**src/sfp_pkg.sv**
```systemverilog
package sfp_pkg;

   localparam logic [7:0] HDR_FIRST    = 8'hAA;
   localparam logic [7:0] HDR_SECOND   = 8'h55;
   localparam logic [7:0] TRAILER_BYTE = 8'hBF;

   localparam logic [3:0] POS_FIRST_DATA = 4'd4;
   localparam logic [3:0] POS_STAMP_0    = 4'd4;
   localparam logic [3:0] POS_STAMP_1    = 4'd5;
   localparam logic [3:0] POS_STAMP_2    = 4'd6;
   localparam logic [3:0] POS_STAMP_3    = 4'd7;
   localparam logic [3:0] POS_SPEED_HI   = 4'd8;
   localparam logic [3:0] POS_SPEED_LO   = 4'd9;
   localparam logic [3:0] POS_MAX        = 4'd15;

   typedef enum logic [2:0] {
      PH_HUNT    = 3'd0,
      PH_HDR2    = 3'd1,
      PH_SOURCE  = 3'd2,
      PH_LENGTH  = 3'd3,
      PH_DATA    = 3'd4,
      PH_TRAILER = 3'd5
   } phase_type;

   typedef struct packed {
      logic [7:0]  source_id;
      logic [7:0]  payload_length;
      logic [31:0] time_stamp;
      logic [15:0] speed_value;
   } result_type;

endpackage

```
**src/speed_frame_parser_unit.sv**
```systemverilog
// Byte-serial parser for length-prefixed speed report frames.
// The req channel carries one received byte per item on req_rx_byte. The
// parser hunts for the header 0xAA 0x55, then takes a source byte, a length
// byte, at least one data byte and the trailer 0xBF. Any byte that breaks
// this pattern sends it back to hunting without a result.
// Frame bytes 4 to 7 form a big-endian time stamp and bytes 8 and 9 a
// big-endian speed; bytes a short frame does not reach keep old values.
// Each good trailer produces one item on the rsp channel with the source,
// length, time stamp and speed of the frame.
// A byte is registered in the input register when it is accepted and is
// parsed from there; a good trailer loads its result into the result
// register, which drives rsp_valid and the rsp data ports.
// One byte can be accepted every cycle while req_stall is low.
// When rsp_stall holds a waiting result, bytes that produce no result keep
// flowing; a second trailer waits in the input register and req_stall rises.
// Reset is synchronous and clears the parser, its capture registers and both
// valid flags, not the byte or result data; req_stall is high during reset.
module speed_frame_parser_unit
   import sfp_pkg::*;
(
   input  logic        clock,
   input  logic        reset,
   input  logic        req_valid,
   output logic        req_stall,
   input  logic [7:0]  req_rx_byte,
   output logic        rsp_valid,
   input  logic        rsp_stall,
   output logic [7:0]  rsp_source_id,
   output logic [7:0]  rsp_payload_length,
   output logic [31:0] rsp_time_stamp,
   output logic [15:0] rsp_speed_value
);

   logic       in_valid_ff, in_valid_in;
   logic [7:0] in_byte_ff;
   logic       hit;
   logic       advance;
   logic       accept;
   result_type result;

   assign advance     = in_valid_ff & (~hit | ~rsp_valid | ~rsp_stall);
   assign req_stall   = reset | (in_valid_ff & ~advance);
   assign accept      = req_valid & ~req_stall;
   assign in_valid_in = accept | (in_valid_ff & ~advance);

   always_ff @(posedge clock) begin
      if (reset) begin
         in_valid_ff <= 1'b0;
      end else begin
         in_valid_ff <= in_valid_in;
      end
   end

   always_ff @(posedge clock) begin
      if (accept) begin
         in_byte_ff <= req_rx_byte;
      end
   end

   sfp_parser u_parser (
      .clock   (clock),
      .reset   (reset),
      .step    (advance),
      .rx_byte (in_byte_ff),
      .hit     (hit),
      .result  (result)
   );

   sfp_result_reg u_result (
      .clock              (clock),
      .reset              (reset),
      .load               (advance & hit),
      .result             (result),
      .rsp_valid          (rsp_valid),
      .rsp_stall          (rsp_stall),
      .rsp_source_id      (rsp_source_id),
      .rsp_payload_length (rsp_payload_length),
      .rsp_time_stamp     (rsp_time_stamp),
      .rsp_speed_value    (rsp_speed_value)
   );

endmodule

```
**src/sfp_parser.sv**
```systemverilog
module sfp_parser
   import sfp_pkg::*;
(
   input  logic       clock,
   input  logic       reset,
   input  logic       step,
   input  logic [7:0] rx_byte,
   output logic       hit,
   output result_type result
);

   phase_type   phase_ff, phase_in;
   logic [3:0]  pos_ff, pos_in;
   logic [7:0]  len_ff, len_in;
   logic [7:0]  count_ff, count_in;
   logic [7:0]  source_ff, source_in;
   logic [31:0] stamp_ff, stamp_in;
   logic [15:0] speed_ff, speed_in;
   logic [7:0]  count_inc;
   logic        capture;

   assign count_inc = count_ff + 8'd1;

   always_comb begin
      phase_in = phase_ff;
      case (phase_ff)
         PH_HUNT: begin
            if (rx_byte == HDR_FIRST) begin
               phase_in = PH_HDR2;
            end
         end
         PH_HDR2: begin
            if (rx_byte == HDR_SECOND) begin
               phase_in = PH_SOURCE;
            end else begin
               phase_in = PH_HUNT;
            end
         end
         PH_SOURCE: begin
            phase_in = PH_LENGTH;
         end
         PH_LENGTH: begin
            phase_in = PH_DATA;
         end
         PH_DATA: begin
            if (count_inc >= len_ff) begin
               phase_in = PH_TRAILER;
            end
         end
         PH_TRAILER: begin
            phase_in = PH_HUNT;
         end
         default: begin
            phase_in = PH_HUNT;
         end
      endcase
   end

   always_comb begin
      pos_in    = pos_ff;
      len_in    = len_ff;
      count_in  = count_ff;
      source_in = source_ff;
      capture   = 1'b0;
      hit       = 1'b0;
      case (phase_ff)
         PH_HUNT: begin
            if (rx_byte != HDR_FIRST) begin
               pos_in = '0;
               len_in = '0;
            end
         end
         PH_HDR2: begin
            if (rx_byte != HDR_SECOND) begin
               pos_in = '0;
               len_in = '0;
            end
         end
         PH_SOURCE: begin
            source_in = rx_byte;
         end
         PH_LENGTH: begin
            len_in = rx_byte;
            pos_in = POS_FIRST_DATA;
         end
         PH_DATA: begin
            capture = 1'b1;
            if (pos_ff != POS_MAX) begin
               pos_in = pos_ff + 4'd1;
            end
            if (count_inc >= len_ff) begin
               count_in = '0;
            end else begin
               count_in = count_inc;
            end
         end
         PH_TRAILER: begin
            if (rx_byte == TRAILER_BYTE) begin
               capture = 1'b1;
               hit     = 1'b1;
            end
            pos_in = '0;
            len_in = '0;
         end
         default: begin
            pos_in = '0;
            len_in = '0;
         end
      endcase
   end

   always_comb begin
      stamp_in = stamp_ff;
      speed_in = speed_ff;
      if (capture) begin
         case (pos_ff)
            POS_STAMP_0:  stamp_in[31:24] = rx_byte;
            POS_STAMP_1:  stamp_in[23:16] = rx_byte;
            POS_STAMP_2:  stamp_in[15:8]  = rx_byte;
            POS_STAMP_3:  stamp_in[7:0]   = rx_byte;
            POS_SPEED_HI: speed_in[15:8]  = rx_byte;
            POS_SPEED_LO: speed_in[7:0]   = rx_byte;
            default: begin
               stamp_in = stamp_ff;
               speed_in = speed_ff;
            end
         endcase
      end
   end

   assign result.source_id      = source_ff;
   assign result.payload_length = len_ff;
   assign result.time_stamp     = stamp_in;
   assign result.speed_value    = speed_in;

   always_ff @(posedge clock) begin
      if (reset) begin
         phase_ff  <= PH_HUNT;
         pos_ff    <= '0;
         len_ff    <= '0;
         count_ff  <= '0;
         source_ff <= '0;
         stamp_ff  <= '0;
         speed_ff  <= '0;
      end else if (step) begin
         phase_ff  <= phase_in;
         pos_ff    <= pos_in;
         len_ff    <= len_in;
         count_ff  <= count_in;
         source_ff <= source_in;
         stamp_ff  <= stamp_in;
         speed_ff  <= speed_in;
      end
   end

endmodule

```
**src/sfp_result_reg.sv**
```systemverilog
module sfp_result_reg
   import sfp_pkg::*;
(
   input  logic        clock,
   input  logic        reset,
   input  logic        load,
   input  result_type  result,
   output logic        rsp_valid,
   input  logic        rsp_stall,
   output logic [7:0]  rsp_source_id,
   output logic [7:0]  rsp_payload_length,
   output logic [31:0] rsp_time_stamp,
   output logic [15:0] rsp_speed_value
);

   logic       valid_ff, valid_in;
   result_type data_ff;

   assign valid_in = load | (valid_ff & rsp_stall);

   always_ff @(posedge clock) begin
      if (reset) begin
         valid_ff <= 1'b0;
      end else begin
         valid_ff <= valid_in;
      end
   end

   always_ff @(posedge clock) begin
      if (load) begin
         data_ff <= result;
      end
   end

   assign rsp_valid          = valid_ff;
   assign rsp_source_id      = data_ff.source_id;
   assign rsp_payload_length = data_ff.payload_length;
   assign rsp_time_stamp     = data_ff.time_stamp;
   assign rsp_speed_value    = data_ff.speed_value;

endmodule

```
**config.mk**
```make
export PLATFORM = sky130hd
export DESIGN_NAME = speed_frame_parser_unit
export DESIGN_NICKNAME = d
export VERILOG_FILES = /design/src/sfp_pkg.sv /design/src/speed_frame_parser_unit.sv /design/src/sfp_parser.sv /design/src/sfp_result_reg.sv
export SDC_FILE = /design/constraint.sdc
export NUM_CORES = 1
export LEC_CHECK = 0
export ABC_AREA = 1
export BUFFER_PORTS_ARGS = -buffer_cell sky130_fd_sc_hd__buf_2
export CAP_MARGIN = 25
export CORE_ASPECT_RATIO = 2
export CORE_MARGIN = 2
export CORE_UTILIZATION = 30
export DETAILED_ROUTE_END_ITERATION = 6
export PLACE_DENSITY = 0.45
export SYNTH_ARGS = -nofsm -noshare
export SYNTH_HDL_FRONTEND = slang
export SYNTH_HIERARCHICAL = 1
export SYNTH_SLANG_ARGS = --single-unit
export TNS_END_PERCENT = 1
```
**constraint.sdc**
```tcl
create_clock -name clock -period 5.45 [get_ports clock]
set_input_delay 1.09 -clock clock [delete_from_list [all_inputs] [get_ports clock]]
set_output_delay 1.09 -clock clock [all_outputs]
set_load 0.02 [all_outputs]
```
==> impl_metrics.ini, run 1 <==
[pwr]
leakagePower_nw = 3.79
vdd_drop_max_mv = 0.148
p_per_area_nw_per_um2 = 314

[clock_tree]
numCtsBuffers = 17
h-tree-depth = 4
path_clk_slew_ns = 0.07
clk_latency_ns = 0.44
cts_tree = built
hold_buffers = 0
cts.repair.resized = 0
cts_buffer_depth = 2
cts_setup_buffers = 0
clock-sinks = 153
clockRootBuffer = clkbuf_16

[place]
hpwl_microns = 13100
place_inst = 1262
portBuffers = 77
gp_congestion = 0.764

[route]
routedWlPerCell_microns = 15.3
drtIter0Drc = 341
vias_per_cell = 4.75
vias = 6141
firstDrtPassIters = 5
postRouteAntennaNets = 0
routed_wl_microns = 19800
drc_errors = 0

[yosys]
netlist_instances = 934
synth-edff-count = 72
synth-async-reset-ratio_pct = 0
ys.flop_type = dfxtp_1
yosys_warnings = 6
yosys.area.top_type = edfxtp_1
yosysUniqueCellTypes = 28
synthTopCellsByArea = edfxtp_1 30%, dfxtp_1 22%, nand2_1 14%
synth_most_common_cell = nand2_1
synth.top_cell.area_share_pct = 29.8
synthesis.area_sq_um = 7240
syn-num-nets = 959
yosysSeqAreaShare_pct = 52.2
synth.cells.most_frequent = 264 x nand2_1, 125 x nor2_1, 122 x nand3_1
avgSynthCellArea_sq_um = 7.76
ys_seq_elements = 153

[min_path]
min_path_cells = 0
min_from = u_parser/source_ff[5]
min_to = u_result/rsp_source_id[5]
hold_class = flip-flop to flip-flop

[flow_run]
maxCapViolCount = 0

[floorplanning]
rows = 80
core-area_sq_um = 23800
chipHeight_microns = 224
die_x_microns = 114
start_util_pct = 30.4
io_pins = 78
die-area_sq_um = 25500

[outcome]
outcome = complete, no violations

[timing]
max_slew_margin_pct = 42.3
min_period_over_period_pct = 59.2
fin_tns_setup_ns = 0
rsz0062_at_grt = false
fin_crit_ns = 3.23
final_hold_viol_count = 0
worst_pin_slew_ns = 0.862
fmax_mhz = 310
setup_viol = 0
finClkSkew_ns = 0.0129
final_max_slew_viol_count = 0

[setup_path]
worstPathMaxFanout = 9
worst_setup_path_start_kind = flip-flop
reg2reg_depth = 11
cp.arrival_ns = 2.14
cp-end-kind = output pin
r2r-end = u_parser/source_ff[6]
worstPathRequired_ns = 4.36
slowest_stage = edfxtp_1
critPathKind = flip-flop to output pin
crit_path_cell_trace = inv_1 > nor3_1 > nand4_1 > nor3_1 > nand4_1 > nand2_1 > buf_2
reg2reg_from = in_byte_ff[0]
slowest_delay_ns = 0.39
reg2reg_slack_ns = 2.42

[grt]
grt_max_degree = 62
grt_pass1_vias = 5701
grt_antenna_before_repair = 0
grt_pass1_wl_microns = 30800
track_usage_pct = 16.0
gr-total-overflow = 0

[layout]
area_growth_pct = 17.0
final_cells = 1294
layout.nets = 1019
drive_above_1_share_pct = 13.0
diodes = 0
[cell usage in the layout, fill, tap and decap left out, types with 2 or more instances in the layout]
cell type and count:
a21oi_1 26, buf_2 77, buf_4 6, bufinv_16 2
clkbuf_16 17, clkinv_4 2, clkinv_8 2, dfxtp_1 81
edfxtp_1 72, ha_1 13, inv_1 87, inv_2 7
inv_6 5, inv_8 4, nand2_1 264, nand3_1 122
nand3_2 2, nand3b_1 2, nand4_1 10, nor2_1 124
nor2_4 2, nor3_1 2, nor3_2 2, o21ai_0 60
o22ai_1 7, xor2_1 4
[through the flow]
| stage | hold WS [ns] | utilization (%) | instance area [sq um] | power [W] | worst slack [ns] |
|---|---|---|---|---|---|
| 6_report | 0.428 | 35.6 | 8470 | 0.00266 | 2.22 |
| 3_3_place_gp | 0.416 | 33.0 | 7850 | 0.00144 | 2.22 |
| 3_5_place_dp | 0.412 | 33.0 | 7850 | 0.00144 | 2.22 |
| 4_1_cts | 0.427 | 35.6 | 8470 | 0.00270 | 2.13 |
| 5_1_grt | 0.439 | 35.6 | 8470 | 0.00278 | 2.04 |
| 2_1_floorplan | 0.403 | - | 7240 | 0.00139 | 1.01 |
[routing by layer]
layer,share of wire (%),wire (microns),vias up,track usage [%]
li1,-,-,3159,-
met1,39,7700,2856,17.2
met2,56,11200,107,30.8
met3,3.0,602,19,3.11
met4,1.6,312,0,4.92
met5,0,0,-,0
[area by class of cell]
type                       count  area, sq um
clock buffer                  17          425
inverter                      94          353
clock inverter                15          199
sequential                   153         3780
tap                          287          359
multi-input combinational    645         2920
fill                        2522        15300
timing repair buffer          83          430
[power by group]
part           switching, W  internal [W]
registers         0.0000223       0.00123
logic              0.000111     0.0000544
clock network      0.000546      0.000703
total              0.000679       0.00199
[cells by family (layout without fill, tap and decap cells)]
| kind of cell | after synthesis | in the layout | share of synthesized area (%) |
|---|---|---|---|
| buffers and inverters | 136 | 209 | 7.51 |
| flip-flops | 153 | 153 | 52.2 |
| XOR/XNOR | 5 | 5 | 0.604 |
| adder cells (fa/ha/maj) | 13 | 13 | 2.25 |
| AND/OR/NAND/NOR | 532 | 532 | 30.7 |
| AO/OA/AOI/OAI | 95 | 95 | 6.74 |
[worst max-delay path, delay by kind of cell (launching register included)]
| family | cells | cell delay, ns |
|---|---|---|
| and+or+nand+nor | 5 | 0.94 |
| DFF | 1 | 0.39 |
| buffers and inverters | 2 | 0.37 |
[state kept, by name, summed over array words and instances, names as in the netlist, 3 cells and up]
signal	count
in_byte_ff	8
u_parser/count_ff	8
u_parser/len_ff	8
u_parser/phase_ff	3
u_parser/pos_ff	4
u_parser/source_ff	8
u_parser/speed_ff	16
u_parser/stamp_ff	32
u_result/rsp_payload_length	8
u_result/rsp_source_id	8
u_result/rsp_speed_value	16
u_result/rsp_time_stamp	32
[worst max path at each step]
stage,from,to,cells past startpoint
2_1_floorplan,rsp_stall,u_result/rsp_valid,5
3_3_place_gp,rsp_stall,u_parser/source_ff[7],8
3_5_place_dp,rsp_stall,u_parser/source_ff[2],8
4_1_cts,in_byte_ff[0],req_stall,7
5_1_grt,u_parser/phase_ff[2],req_stall,7
6_report,in_byte_ff[0],req_stall,7
Note: power is estimated with default switching activity, not from simulation.
==> run 2, diff against run 1 <==
Clock period 5.45 ns to 3 ns, I/O delays scaled along.
==> impl_metrics.ini, run 2 (same netlist as run 1, synthesis figures left out) <==
[outcome]
outcome = complete, no violations

[timing]
fin_crit_ns = 2.63
min_period_over_period_pct = 87.8
fmax_mhz = 380
max_slew_margin_pct = 31.9
final_hold_viol_count = 0
setup_viol = 0
fin_tns_setup_ns = 0
worst_pin_slew_ns = 1.02
final_max_slew_viol_count = 0
rsz0062_at_grt = false
finClkSkew_ns = 0.00876

[pwr]
p_seq_share_pct = 47.9
p_per_area_nw_per_um2 = 558
p_clk_share_pct = 45.6
switchingPower_w = 0.00112
leakagePower_nw = 3.81
vdd_drop_max_mv = 0.305
p_comb_share_pct = 6.5
intPower_w = 0.00364
sw_frac_of_total_pct = 23.5

[grt]
track_usage_pct = 16.2
grt_max_degree = 97
grt_antenna_before_repair = 0
gr-total-overflow = 0
grt_pass1_wl_microns = 31400
grt_pass1_vias = 5987

[min_path]
min_from = req_rx_byte[6]
hold_class = input pin to flip-flop

[clock_tree]
numCtsBuffers = 17
cts.repair.resized = 0
cts_buffer_depth = 2
hold_buffers = 0
clk_latency_ns = 0.44
cts_tree = built
clock-sinks = 153
path_clk_slew_ns = 0.06
clockRootBuffer = clkbuf_16
h-tree-depth = 4
cts_setup_buffers = 0

[setup_path]
slowest_stage = edfxtp_1
startpoint = in_byte_ff[0]
crit_path_cell_trace = inv_1 > nor3_1 > nand4_1 > nor3_1 > nand4_1 > nand2_1 > buf_2
worstPathMaxFanout = 4
cp.arrival_ns = 2.03
critPathKind = flip-flop to output pin
cp-end-kind = output pin
reg2reg_from = in_byte_ff[0]
worst_setup_path_start_kind = flip-flop
critPathTopFamily = simple AND/OR/NAND/NOR gates
reg2reg_slack_ns = 0.58
cp_num_buf_inv = 2
slowest_delay_ns = 0.41
worstPathRequired_ns = 2.40

[floorplanning]
start_util_pct = 30.4
rows = 80
die_x_microns = 114
die-area_sq_um = 25500
io_pins = 78
chipHeight_microns = 224
core-area_sq_um = 23800

[place]
gp_congestion = 0.808
post_dp_cell_area_sq_um = 7930
portBuffers = 77
place_inst = 1271
hpwl_microns = 13300

[layout]
area_growth_pct = 17.6
layout.nets = 1028
final_cells = 1303
mostFrequentLayoutCells = 264 x nand2_1, 124 x nor2_1, 122 x nand3_1
drive_above_1_share_pct = 13.5
diodes = 0
final_common_cell = nand2_1
final_area_sq_um = 8520

[route]
postRouteAntennaNets = 0
drc_errors = 0
vias_per_cell = 4.73
routed_wl_microns = 19800
vias = 6158
firstDrtPassIters = 4
routedWlPerCell_microns = 15.2
drtIter0Drc = 289

[flow_run]
maxCapViolCount = 0
[run 2: power groups by stage]
stage                     Combinational, W  Clock [W]  Sequential [W]
after detailed placement          0.000311          0         0.00232
after global routing              0.000358    0.00233         0.00228
after CTS                         0.000312    0.00224         0.00227
after floorplan                   0.000224          0         0.00231
final                             0.000308    0.00217         0.00227
after global placement            0.000307          0         0.00232
[run 2: cell type report]
type	instances	area (sq um)
Clock buffer	19	433
Clock inverter	13	155
Fill cell	2571	15300
Inverter	94	353
Multi-Input combinational cell	645	2920
Sequential cell	153	3780
Tap cell	287	359
Timing Repair Buffer	92	510
[run 2: final timing paths]
| check | to | cells after the start |
|---|---|---|
| worst max register to register | u_parser/speed_ff[11] | 12 |
| worst min-delay path | in_byte_ff[6] | 1 |
| worst min register to register | u_result/rsp_source_id[4] | 0 |
| worst max-delay path | req_stall | 7 |
[run 2: layer usage]
| metal | share of wire [%] | vias up | wire length [microns] | GRT usage [%] |
|---|---|---|---|---|
| li1 | - | 3168 | - | - |
| met1 | 38 | 2812 | 7620 | 16.7 |
| met2 | 54 | 136 | 10700 | 29.7 |
| met3 | 3.3 | 42 | 650 | 3.71 |
| met4 | 4.2 | 0 | 837 | 9.01 |
| met5 | 0 | - | 0 | 0 |
[run 2: through the flow]
step | total power, W | hold WS (ns) | utilization, % | worst slack (ns)
3_3_place_gp | 0.00263 | 0.413 | 33.3 | 0.705
4_1_cts | 0.00483 | 0.310 | 35.8 | 0.325
5_1_grt | 0.00497 | 0.310 | 35.8 | 0.190
2_1_floorplan | 0.00253 | 0.403 | - | 0.525
3_5_place_dp | 0.00263 | 0.410 | 33.3 | 0.660
6_report | 0.00475 | 0.336 | 35.8 | 0.365
==> run 3, diff against run 2 <==
Settings changed: PLACE_DENSITY 0.45 to 0.56.
==> impl_metrics.ini, run 3 (same netlist as run 1, synthesis figures left out) <==
[grt]
grt_antenna_before_repair = 0
grt_max_degree = 73
track_usage_pct = 15.7
gr-total-overflow = 0
grt_pass1_wl_microns = 30300
grt_pass1_vias = 5907

[pwr]
leakagePower_nw = 3.77
p_comb_share_pct = 6.8
p_total_w = 0.00452
p_clk_share_pct = 42.9
p_seq_share_pct = 50.3
sw_frac_of_total_pct = 25.0
intPower_w = 0.00339
switchingPower_w = 0.00113
p_per_area_nw_per_um2 = 536
vdd_drop_max_mv = 0.256

[clock_tree]
hold_buffers = 0
path_clk_slew_ns = 0.06
numCtsBuffers = 17
cts_setup_buffers = 0
h-tree-depth = 4
cts.repair.resized = 0
clk_latency_ns = 0.44
clock-sinks = 153
cts_tree = built
clockRootBuffer = clkbuf_16
cts_buffer_depth = 2

[setup_path]
reg2reg_depth = 11
cp.arrival_ns = 2.08
cp-end-kind = output pin
worstPathMaxFanout = 9
worstPathRequired_ns = 2.40
worst_setup_path_start_kind = flip-flop
critPathKind = flip-flop to output pin

[timing]
final_max_slew_viol_count = 0
fmax_mhz = 374
fin_tns_setup_ns = 0
rsz0062_at_grt = false
setup_slack_ns = 0.325
fin_crit_ns = 2.68
min_period_over_period_pct = 89.2
final_hold_viol_count = 0
worst_pin_slew_ns = 0.894
finClkSkew_ns = 0.00949
max_slew_margin_pct = 40.2
setup_viol = 0

[layout]
layout.nets = 1025
postLayoutCoreUtil_pct = 35.4
final_area_sq_um = 8440
diodes = 0
area_growth_pct = 16.5
mostFrequentLayoutCells = 264 x nand2_1, 124 x nor2_1, 122 x nand3_1
drive_above_1_share_pct = 13.1
final_common_cell = nand2_1

[route]
drc_errors = 0
postRouteAntennaNets = 0
routedWlPerCell_microns = 14.8
drtIter0Drc = 409
routed_wl_microns = 19200
dr_wl_met2_microns = 10400
top_layer = met4
firstDrtPassIters = 5
vias_per_cell = 4.88
vias = 6341
wl_met3_microns = 736
wl_met1_microns = 7120

[floorplanning]
die-area_sq_um = 25500
start_util_pct = 30.4
die_x_microns = 114
chipHeight_microns = 224
rows = 80
io_pins = 78
core-area_sq_um = 23800

[place]
gp_congestion = 0.803
pre_cts_ws_ns = 0.603
portBuffers = 77
post_dp_cell_area_sq_um = 7910
hpwl_microns = 13000

[outcome]
outcome = complete, no violations

[min_path]
min_path_cells = 1
hold_class = input pin to flip-flop

[flow_run]
maxCapViolCount = 0
run 3: worst paths after layout:
path	startpoint	to	slack, ns
max	in_byte_ff[0]	req_stall	0.32
min	req_rx_byte[6]	in_byte_ff[6]	0.33
max reg2reg	in_byte_ff[0]	u_parser/source_ff[1]	0.59
min reg2reg	u_parser/source_ff[5]	u_result/rsp_source_id[5]	0.43
run 3: metal layers:
layer  global-route usage [%]  vias up
met5                        0        -
met4                     9.76        0
met3                     2.84       48
met2                     28.8      164
met1                     16.0     2963
li1                         -     3166
run 3: cell type report:
| type | count | area [sq um] |
|---|---|---|
| well taps | 287 | 359 |
| multi-input cells | 645 | 2920 |
| clock buffers | 18 | 429 |
| repair buffers | 89 | 488 |
| fillers | 2544 | 15400 |
| inverters | 94 | 353 |
| flip-flops and latches | 153 | 3780 |
| clock inverters | 14 | 100 |
run 3: critical path, cell delays in order, from the launching register on:
cell,delay (ns)
edfxtp_1,0.39
inv_1,0.17
nor3_1,0.20
nand4_1,0.10
nor3_1,0.29
nand4_1,0.19
nand2_1,0.12
buf_2,0.17
run 3: power groups by stage:
stage               Combinational (W)  Sequential, W  Clock [W]
floorplan                    0.000224        0.00231          0
finish                       0.000306        0.00227    0.00194
global route                 0.000355        0.00228    0.00206
CTS                          0.000309        0.00227    0.00200
global placement             0.000301        0.00232          0
detailed placement           0.000308        0.00232          0
run 3: per-stage QoR:
stage,instances,hold slack (ns)
after global placement,1268,0.412
after CTS,1300,0.306
after detailed placement,1268,0.412
after floorplan,934,0.403
after global routing,1300,0.315
final,1300,0.330
